[config.mk]
export PLATFORM = sky130hd
export DESIGN_NAME = cau_div_stage
export DESIGN_NICKNAME = d
export VERILOG_FILES = /design/src/rtl/complex_arith_unit_macros.svh /design/src/rtl/cau_pkg.sv /design/src/rtl/cau_div_stage.sv
export SDC_FILE = /design/constraint.sdc
export NUM_CORES = 1
export LEC_CHECK = 0
export BUFFER_PORTS_ARGS = -buffer_cell sky130_fd_sc_hd__buf_4
export CAP_MARGIN = 0
export CORE_MARGIN = 4
export CORE_UTILIZATION = 54
export DETAILED_ROUTE_END_ITERATION = 6
export PLACE_DENSITY = 0.86
export SKIP_LAST_GASP = 1
export SLEW_MARGIN = 40
export SYNTH_ARGS = -nofsm -noshare
export SYNTH_HDL_FRONTEND = slang
export SYNTH_SLANG_ARGS = --single-unit
[constraint.sdc]
create_clock -name clk -period 1.7 [get_ports clk]
set_input_delay 0.34 -clock clk [delete_from_list [all_inputs] [get_ports clk]]
set_output_delay 0.34 -clock clk [all_outputs]
set_load 0.01 [all_outputs]
[src/rtl/complex_arith_unit_macros.svh]
// Assertion helpers for the complex arithmetic unit.
`ifndef COMPLEX_ARITH_UNIT_MACROS_SVH
`define COMPLEX_ARITH_UNIT_MACROS_SVH

// Check that a condition implies a consequence in the same cycle.
`define CAU_ASSERT_IMPLY(lbl, cond, cons, msg) \
    lbl: assert property (@(posedge clk) disable iff (!rst_n) (cond) |-> (cons)) \
        else $error(msg);

// Check that a condition implies a consequence in the next cycle.
`define CAU_ASSERT_NEXT(lbl, cond, cons, msg) \
    lbl: assert property (@(posedge clk) disable iff (!rst_n) (cond) |=> (cons)) \
        else $error(msg);

`endif

[src/rtl/cau_pkg.sv]
package cau_pkg;

    localparam int DATA_WIDTH = 16;
    localparam int FRAC_BITS  = 12;
    localparam int KIND_W     = 4;
    localparam int DW         = DATA_WIDTH;
    localparam int PROD_W     = 2 * DW;
    localparam int SUM_W      = PROD_W + 1;
    localparam int DEN_W      = PROD_W;
    localparam int WIDE_W     = PROD_W + 2;
    localparam int SHIFT      = DW - FRAC_BITS;
    localparam int DIV_STEPS  = DW;

    typedef enum logic [KIND_W-1:0] {
        OP_ADD  = 4'd0,
        OP_SUB  = 4'd1,
        OP_MUL  = 4'd2,
        OP_DIV  = 4'd3,
        OP_CONJ = 4'd4,
        OP_NEG  = 4'd5,
        OP_EQ   = 4'd6,
        OP_GT   = 4'd7,
        OP_LT   = 4'd8
    } cau_kind_t;

    typedef struct packed {
        logic signed [DW-1:0] val;
        logic                 sat;
    } cau_clamp_t;

    // Result of the operations that finish before the divider
    typedef struct packed {
        logic signed [DW-1:0] res_re;
        logic signed [DW-1:0] res_im;
        logic                 truth;
        logic                 sat;
    } cau_res_t;

    // Item state while it walks through the divider stages
    typedef struct packed {
        logic             is_div;
        logic             zdiv;
        logic             ovf_re;
        logic             ovf_im;
        logic             neg_re;
        logic             neg_im;
        logic [DEN_W-1:0] den;
        logic [DEN_W-1:0] rem_re;
        logic [DEN_W-1:0] rem_im;
        logic [DW-1:0]    q_re;
        logic [DW-1:0]    q_im;
        cau_res_t         res;
    } cau_work_t;

    // Saturate a wide signed value to the data range
    function automatic cau_clamp_t clamp_w(input logic signed [WIDE_W-1:0] v);
        cau_clamp_t r;
        logic signed [WIDE_W-1:0] maxv;
        logic signed [WIDE_W-1:0] minv;
        maxv = WIDE_W'({1'b0, {(DW-1){1'b1}}});
        minv = -maxv - WIDE_W'(1);
        if (v > maxv)
        begin
            r.val = {1'b0, {(DW-1){1'b1}}};
            r.sat = 1'b1;
        end
        else if (v < minv)
        begin
            r.val = {1'b1, {(DW-1){1'b0}}};
            r.sat = 1'b1;
        end
        else
        begin
            r.val = DW'(v);
            r.sat = 1'b0;
        end
        return r;
    endfunction

    // Apply sign to a quotient magnitude and saturate
    function automatic cau_clamp_t quot_lane(input logic neg, input logic ovf,
                                             input logic [DW-1:0] q);
        cau_clamp_t r;
        logic signed [WIDE_W-1:0] v;
        v = neg ? -$signed(WIDE_W'(q)) : $signed(WIDE_W'(q));
        r = clamp_w(v);
        if (ovf)
        begin
            r.val = neg ? {1'b1, {(DW-1){1'b0}}} : {1'b0, {(DW-1){1'b1}}};
            r.sat = 1'b1;
        end
        return r;
    endfunction

endpackage

[src/rtl/cau_div_stage.sv]
module cau_div_stage import cau_pkg::*; (
    input  logic      clk,
    input  logic      rst_n,
    input  logic      adv,
    input  logic      in_vld,
    input  cau_work_t in_work,
    output logic      out_vld,
    output cau_work_t out_work
);

    logic      vld_reg;
    cau_work_t work_reg, work_next;

    // One restoring step on both lanes against the shared divisor
    always_comb
    begin
        logic [DEN_W:0] t_re;
        logic [DEN_W:0] t_im;
        logic [DEN_W:0] d;
        logic           ge_re;
        logic           ge_im;
        d     = {1'b0, in_work.den};
        t_re  = {in_work.rem_re, in_work.q_re[DW-1]};
        t_im  = {in_work.rem_im, in_work.q_im[DW-1]};
        ge_re = t_re >= d;
        ge_im = t_im >= d;
        work_next        = in_work;
        work_next.rem_re = ge_re ? DEN_W'(t_re - d) : DEN_W'(t_re);
        work_next.rem_im = ge_im ? DEN_W'(t_im - d) : DEN_W'(t_im);
        work_next.q_re   = {in_work.q_re[DW-2:0], ge_re};
        work_next.q_im   = {in_work.q_im[DW-2:0], ge_im};
    end

    always_ff @(posedge clk or negedge rst_n)
    begin
        if (!rst_n)
            vld_reg <= 1'b0;
        else if (adv)
            vld_reg <= in_vld;
    end

    always_ff @(posedge clk)
    begin
        if (adv)
            work_reg <= work_next;
    end

    assign out_vld  = vld_reg;
    assign out_work = work_reg;

endmodule

==> results of run 1 <==
[cell usage after synthesis, types with 4 or more instances]
library cell | number | area, µm²
sky130_fd_sc_hd__a21o_1 | 27 | 203
sky130_fd_sc_hd__a21oi_1 | 54 | 270
sky130_fd_sc_hd__a31oi_1 | 12 | 75.1
sky130_fd_sc_hd__and3_1 | 6 | 37.5
sky130_fd_sc_hd__clkbuf_1 | 21 | 78.8
sky130_fd_sc_hd__edfxtp_1 | 168 | 5040
sky130_fd_sc_hd__ha_1 | 64 | 801
sky130_fd_sc_hd__inv_1 | 49 | 184
sky130_fd_sc_hd__mux2_1 | 27 | 304
sky130_fd_sc_hd__mux2_2 | 6 | 67.6
sky130_fd_sc_hd__nand2_1 | 64 | 240
sky130_fd_sc_hd__nand2b_1 | 9 | 56.3
sky130_fd_sc_hd__nand3_1 | 13 | 65.1
sky130_fd_sc_hd__nand4_1 | 14 | 87.6
sky130_fd_sc_hd__nor2_1 | 30 | 113
sky130_fd_sc_hd__nor2b_1 | 13 | 81.3
sky130_fd_sc_hd__nor3_1 | 6 | 30.0
sky130_fd_sc_hd__o211ai_1 | 5 | 37.5
sky130_fd_sc_hd__o21ai_0 | 57 | 285
sky130_fd_sc_hd__o21ai_1 | 4 | 20.0
sky130_fd_sc_hd__o21bai_1 | 6 | 45.0
sky130_fd_sc_hd__o31a_1 | 4 | 35.0
sky130_fd_sc_hd__or3_1 | 5 | 31.3
sky130_fd_sc_hd__xnor2_1 | 30 | 263
sky130_fd_sc_hd__xor2_1 | 29 | 254
[logic make-up after synthesis]
kind of cell | count (synthesis)
multiplexers | 35
AO/OA/AOI/OAI | 202
flip-flops | 169
adder cells (fa/ha/maj) | 66
buffers and inverters | 74
XOR/XNOR | 59
AND/OR/NAND/NOR | 173
[through the flow]
| stage | cells | utilization | setup TNS, ns | hold WS, ns |
|---|---|---|---|---|
| floorplan | 778 | - | -71.05 | 0.0444 |
| global placement | 1525 | 0.833 | -91.62 | 0.116 |
| detailed placement | 1525 | 0.833 | -94.62 | 0.116 |
| CTS | 1596 | 0.924 | -57.11 | 0.0622 |
[what timing repair did]
item,4_1_cts
pin swaps,46
resized for setup,109
endpoints found under the hold margin,1
gates cloned,8
buffers inserted,32
setup endpoints to repair,66
hold buffers,1
[per-layer routing]
metal	GRT overflow	track usage
met5	3	0.231
met4	224	1.03
met3	9	0.757
met2	629	1.12
met1	8	0.845
==> out/metrics.sh, run 1 <==
CTS.SINKS=169
WORST-ENDPOINT-PIN-KIND='sequential cell input'
RESULT_OF_THE_RUN='did not finish'
MAXIMUM_NUMBER_OF_PINS_ON_ONE_NET_BEFORE_GLOBAL_ROUTE_REPAIR=36
YS.WARNINGS.COUNT=0
CTS-HTREE-LEVELS=4
DPL.HPWL_UM=26900
SYN_AVG_CELL_AREA_UM2=11.9
NETLIST_AREA_UM2=9230
CLOCK_TREE.BUFFER_DEPTH=2
SYN_INST=778
DIE_H_UM=139
DOMINANT_COMBINATIONAL_CELL_FAMILY_BY_AREA_AFTER_SYNTHESIS='compound AO/OA/AOI/OAI gates'
SYNTH-MAIN-FF-CELL='sky130_fd_sc_hd__edfxtp_1'
SYNTH_SIMPLE_GATE_AREA_FRAC=0.0901
YOSYS.AREA_SHARE.XOR_XNOR=0.0560
YS_SEQ_AREA_FRAC=0.549
DPL_WORST_SLACK_NS=-1.70
GRT_OVERFLOW=873
PLACEMENT.IO_BUFFERS=340
GLOBALPLACE.CONGESTION=0.897
DIE_W_UM=139
GRT_WORST_SETUP_ENDPOINT='out_work[96]$_DFFE_PP_/D'
CTS-BUFFERS-INSERTED=17
SYNTH-EDFF-COUNT=168
LASTSTAGE='5_1_grt'
SYNTH-COMPOUND-AREA-SHARE=0.139
START_UTIL=0.555
PLACEMENT.CELL_AREA_UM2=13900
POST_SYNTH_NUM_CELL_TYPES=54
ROWS=47
FIRST-ERROR='[ERROR GRT-0232] Routing congestion too high. Check the congestion heatmap in the GUI.'
SYNTH.FF_LATCH_COUNT=169
ASYNC_RESET_FF_FRAC=0.00592
GLOBALROUTETOTALUTIL=0.915
SYNTH-ADDER-AREA-SHARE=0.0911
CTS-ROOT-BUF='sky130_fd_sc_hd__clkbuf_16'
SYNTH.AREA.MUX_SHARE=0.0424
SYNTH_FP_NETS=1016
IOPINCOUNT=341
==> run 2: changes to the inputs <==
- CORE_UTILIZATION: 54 -> 40
- PLACE_DENSITY: 0.86 -> unset
- PLACE_DENSITY_LB_ADDON: unset -> 0.15
==> run 2 against run 1 <==
Net effect: the flow now finishes, with violations (negative setup slack); synthesized area did not move; synthesized cell count stayed put.
==> out/metrics.sh, run 2 <==
PLACEMENT.CELL_AREA_UM2=14000  # +1.1%
DRC_ERRORS=0
P_SWITCHING_W=0.00436
DPL.HPWL_UM=24500  # -8.8%
MAX-CAP-VIOLATIONS=0
WORST_CASE_CLOCK_SKEW_NS=0
CORE_AREA_UM2=22600
SYNTH_FP_NETS=1016  # unchanged
R2R_END='out_vld$_DFFE_PN0P_'
WORST_HOLD_PATH_TYPE='input pin to flip-flop'
FINAL_NET_COUNT=1606
TIMING.HOLD.WORST_PATH_DEPTH=1
REG2REG_SLACK_NS=0.95
MAXCLOCKFREQUENCY_MHz=362
SYNTH-EDFF-COUNT=168  # unchanged
WORST_SLACK_NS=-1.07
ANTENNA_CELLS_INSERTED=0
WIRELENGTH_UM=33300
GRT_PASS1_WL_UM=49900
POST-SYNTH-TOP-AREA-CELL='sky130_fd_sc_hd__edfxtp_1'
RSZ0062_AT_GRT='yes'
GLOBALROUTETOTALUTIL=0.249
CLOCK_LATENCY_NS=0.43
TIMING.FINAL.HOLD_VIOLATIONS=0
YS_TOP_CELLS_BY_AREA='sky130_fd_sc_hd__edfxtp_1 (55%), sky130_fd_sc_hd__ha_1 (8.7%), sky130_fd_sc_hd__mux2_1 (3.3%)'
SYNTH_MOST_COMMON_CELL='sky130_fd_sc_hd__edfxtp_1'
SYN_AVG_CELL_AREA_UM2=11.9  # unchanged
DRT.ANTENNA.VIOLATING_NETS=0
ROUTE.DETAILED.VIAS_PER_INST=5.11
SYNTH_TOP_AREA_SHARE=0.546  # unchanged
LAYOUT_COMMONEST_CELL='sky130_fd_sc_hd__buf_4'
DIE_W_UM=160  # +15%
SLEW-LIMIT-HEADROOM=0.614
CLOCK_POWER_SHARE=0.291
GRT_PASS1_VIAS=8796
MOSTFREQUENTLAYOUTCELLS='sky130_fd_sc_hd__buf_4 (543), sky130_fd_sc_hd__edfxtp_1 (168), sky130_fd_sc_hd__a21oi_1 (45)'
PLACEMENT.IO_BUFFERS=340  # unchanged
FAILING_CHECKS='negative setup slack'
LAYOUT-DRIVE-GT1-SHARE=0.573
WORST_IR_DROP_VDD_uV=623
CELL_INTERNAL_PWR_W=0.00988
DIE_H_UM=160  # +15%
NETLIST_AREA_UM2=9230  # unchanged
CRITICAL_PATH_ARRIVAL_NS=2.94
LAYOUT_WORST_PATH_CYCLE_SHARE=1.63
TIMING.HOLD.WORST_ENDPOINT='out_work[59]$_DFFE_PP_'
P_SW_FRAC=0.306
LEAST_MARGIN_PIN_SLEW_NS=0.565
IOPINCOUNT=341  # unchanged
SLEW_VIOL_FINAL=0
CTS.SINKS=169  # unchanged
FINAL_DESIGN_AREA_NO_FILL_UM2=16100
START_UTIL=0.408  # -0.147
SYNTH.FF_LATCH_COUNT=169  # unchanged
CTS-BUFFERS-INSERTED=17  # unchanged
RESULT_OF_THE_RUN='complete, but fails checks'
REG2REG_DEPTH=1
PERIOD_NEEDED_NS=2.77
ASYNC_RESET_FF_FRAC=0.00592  # unchanged
ROUTED-VIA-COUNT=8517
SYNTH-MAIN-FF-CELL='sky130_fd_sc_hd__edfxtp_1'
ROWS=55  # +17%
TRITONCTS='built'
PATH_CLK_SLEW_NS=0.08
GLOBALPLACE.CONGESTION=0.903  # +0.71%
ROUTED_WIRE_LENGTH_PER_INSTANCE_UM=20.0
DRT-INITIAL-DRC-COUNT=565
CLOCK_TREE.BUFFER_DEPTH=2  # unchanged
WHS_NS=0.0800
POWER.DENSITY_CELL_AREA_nW_PER_UM2=886
YS_SEQ_AREA_FRAC=0.549  # unchanged
PATH_CLASS='input pin to flip-flop'
REPORT.FINAL.SETUP_VIOL=66
R2R_START='out_vld$_DFFE_PN0P_'
CRITPATHCAPTURETYPE='flip-flop'
YS.WARNINGS.COUNT=0  # unchanged
SYN_INST=778  # unchanged
SEQUENTIALPOWERSHARE=0.373
CTS-ROOT-BUF='sky130_fd_sc_hd__clkbuf_16'
SHARE_COMB_OF_TOTAL_POWER=0.336
DRT_FIRST_PASS_ITERS=7
GRT_OVERFLOW=0
FLIP_FLOP_COUNT_OF_THE_LARGEST_REGISTER_ALL_COPIES_AND_WORDS_ADDED=168
CRITICAL_PATH_PEAK_FANOUT=9
FINAL.SETUP.TNS_NS=-56.18
AREA_GROWTH_SYN_TO_LAYOUT_PCT=74.1
LKG_PWR_nW=7.18
CTS-HTREE-LEVELS=4  # unchanged
NUMBER_OF_ANTENNA_VIOLATIONS_AT_THE_FIRST_CHECK_IN_GLOBAL_ROUTING=0
DESIGN.DIE.AREA_UM2=25600
POST_SYNTH_NUM_CELL_TYPES=54  # unchanged
SYNTH_COMMONEST_CELLS='sky130_fd_sc_hd__edfxtp_1 (168), sky130_fd_sc_hd__ha_1 (64), sky130_fd_sc_hd__nand2_1 (64), sky130_fd_sc_hd__o21ai_0 (57), sky130_fd_sc_hd__a21oi_1 (54)'
MAXIMUM_NUMBER_OF_PINS_ON_ONE_NET_BEFORE_GLOBAL_ROUTE_REPAIR=34
TIMING.CRITICAL_PATH.REQUIRED_NS=1.88
HP-START='in_work[58]'
CRIT_PATH_START_KIND='input pin'
==> run 2: area by class of cell <==
type,count,area [µm²]
fillers,1689,6570
flip-flops and latches,169,5070
repair buffers,596,4930
multi-input cells,535,4850
clock buffers,17,425
well taps,285,357
inverters,49,244
clock inverters,15,203
==> run 2: worst max-delay path, cell delays in order <==
cell and delay [ns]:
sky130_fd_sc_hd__buf_12 0.11, sky130_fd_sc_hd__inv_12 0.04, sky130_fd_sc_hd__ha_4 0.19, sky130_fd_sc_hd__a21o_1 0.18, sky130_fd_sc_hd__a21o_1 0.16, sky130_fd_sc_hd__a21o_1 0.20, sky130_fd_sc_hd__a221oi_4 0.30, sky130_fd_sc_hd__o21ai_2 0.09
sky130_fd_sc_hd__a31oi_2 0.20, sky130_fd_sc_hd__a21oi_4 0.09, sky130_fd_sc_hd__a2111oi_4 0.32, sky130_fd_sc_hd__buf_6 0.20, sky130_fd_sc_hd__buf_16 0.16, sky130_fd_sc_hd__mux2_1 0.33
==> run 2: kinds of logic after synthesis <==
family	Yosys count	share of synthesized area
XOR/XNOR	59	0.0560
adder cells (fa/ha/maj)	66	0.0911
AO/OA/AOI/OAI	202	0.139
multiplexers	35	0.0424
AND/OR/NAND/NOR	173	0.0901
buffers and inverters	74	0.0327
flip-flops	169	0.549
==> run 2: how the worst max path moves through the flow <==
stage                  from                     end  depth (start not counted)
2_1_floorplan  in_work[148]  out_work[90]$_DFFE_PP_                         13
3_3_place_gp   in_work[135]  out_work[68]$_DFFE_PP_                         13
3_5_place_dp   in_work[135]  out_work[83]$_DFFE_PP_                         13
4_1_cts         in_work[49]  out_work[82]$_DFFE_PP_                         14
5_1_grt        in_work[148]  out_work[85]$_DFFE_PP_                         14
6_report       in_work[148]  out_work[79]$_DFFE_PP_                         14
==> run 2: power groups by stage <==
stage / Combinational [W] / Clock, W / Sequential, W
floorplan: 0.00159 / 0 / 0.00564
finish: 0.00478 / 0.00414 / 0.00531
global route: 0.00512 / 0.00441 / 0.00536
detailed placement: 0.00398 / 0 / 0.00540
global placement: 0.00392 / 0 / 0.00540
CTS: 0.00453 / 0.00422 / 0.00532
==> run 2: per-layer routing <==
metal	up-vias	global-route usage	wire, µm
met4	0	0.0587	693
li1	4103	-	-
met5	-	0	0
met3	44	0.0578	1990
met1	4074	0.298	13300
met2	296	0.455	17300
==> run 2: repair_timing <==
action                     CTS  global route
pin swaps                   36            51
gates cloned                 8             0
buffers inserted            18            15
setup endpoints to repair   66            66
hold endpoints to repair     1             0
hold buffers                 1             0
resized for setup          139            89
==> run 2: stage by stage <==
| stage | total power (W) | std cells | util | worst slack, ns |
|---|---|---|---|---|
| 4_1_cts | 0.0141 | 1656 | 0.689 | -1.09 |
| 3_3_place_gp | 0.00932 | 1600 | 0.619 | -1.69 |
| 6_report | 0.0142 | 1666 | 0.710 | -1.07 |
| 3_5_place_dp | 0.00938 | 1600 | 0.619 | -1.77 |
| 2_1_floorplan | 0.00723 | 778 | - | -1.31 |
| 5_1_grt | 0.0149 | 1666 | 0.710 | -1.17 |
(Power assumes the default switching activity.)
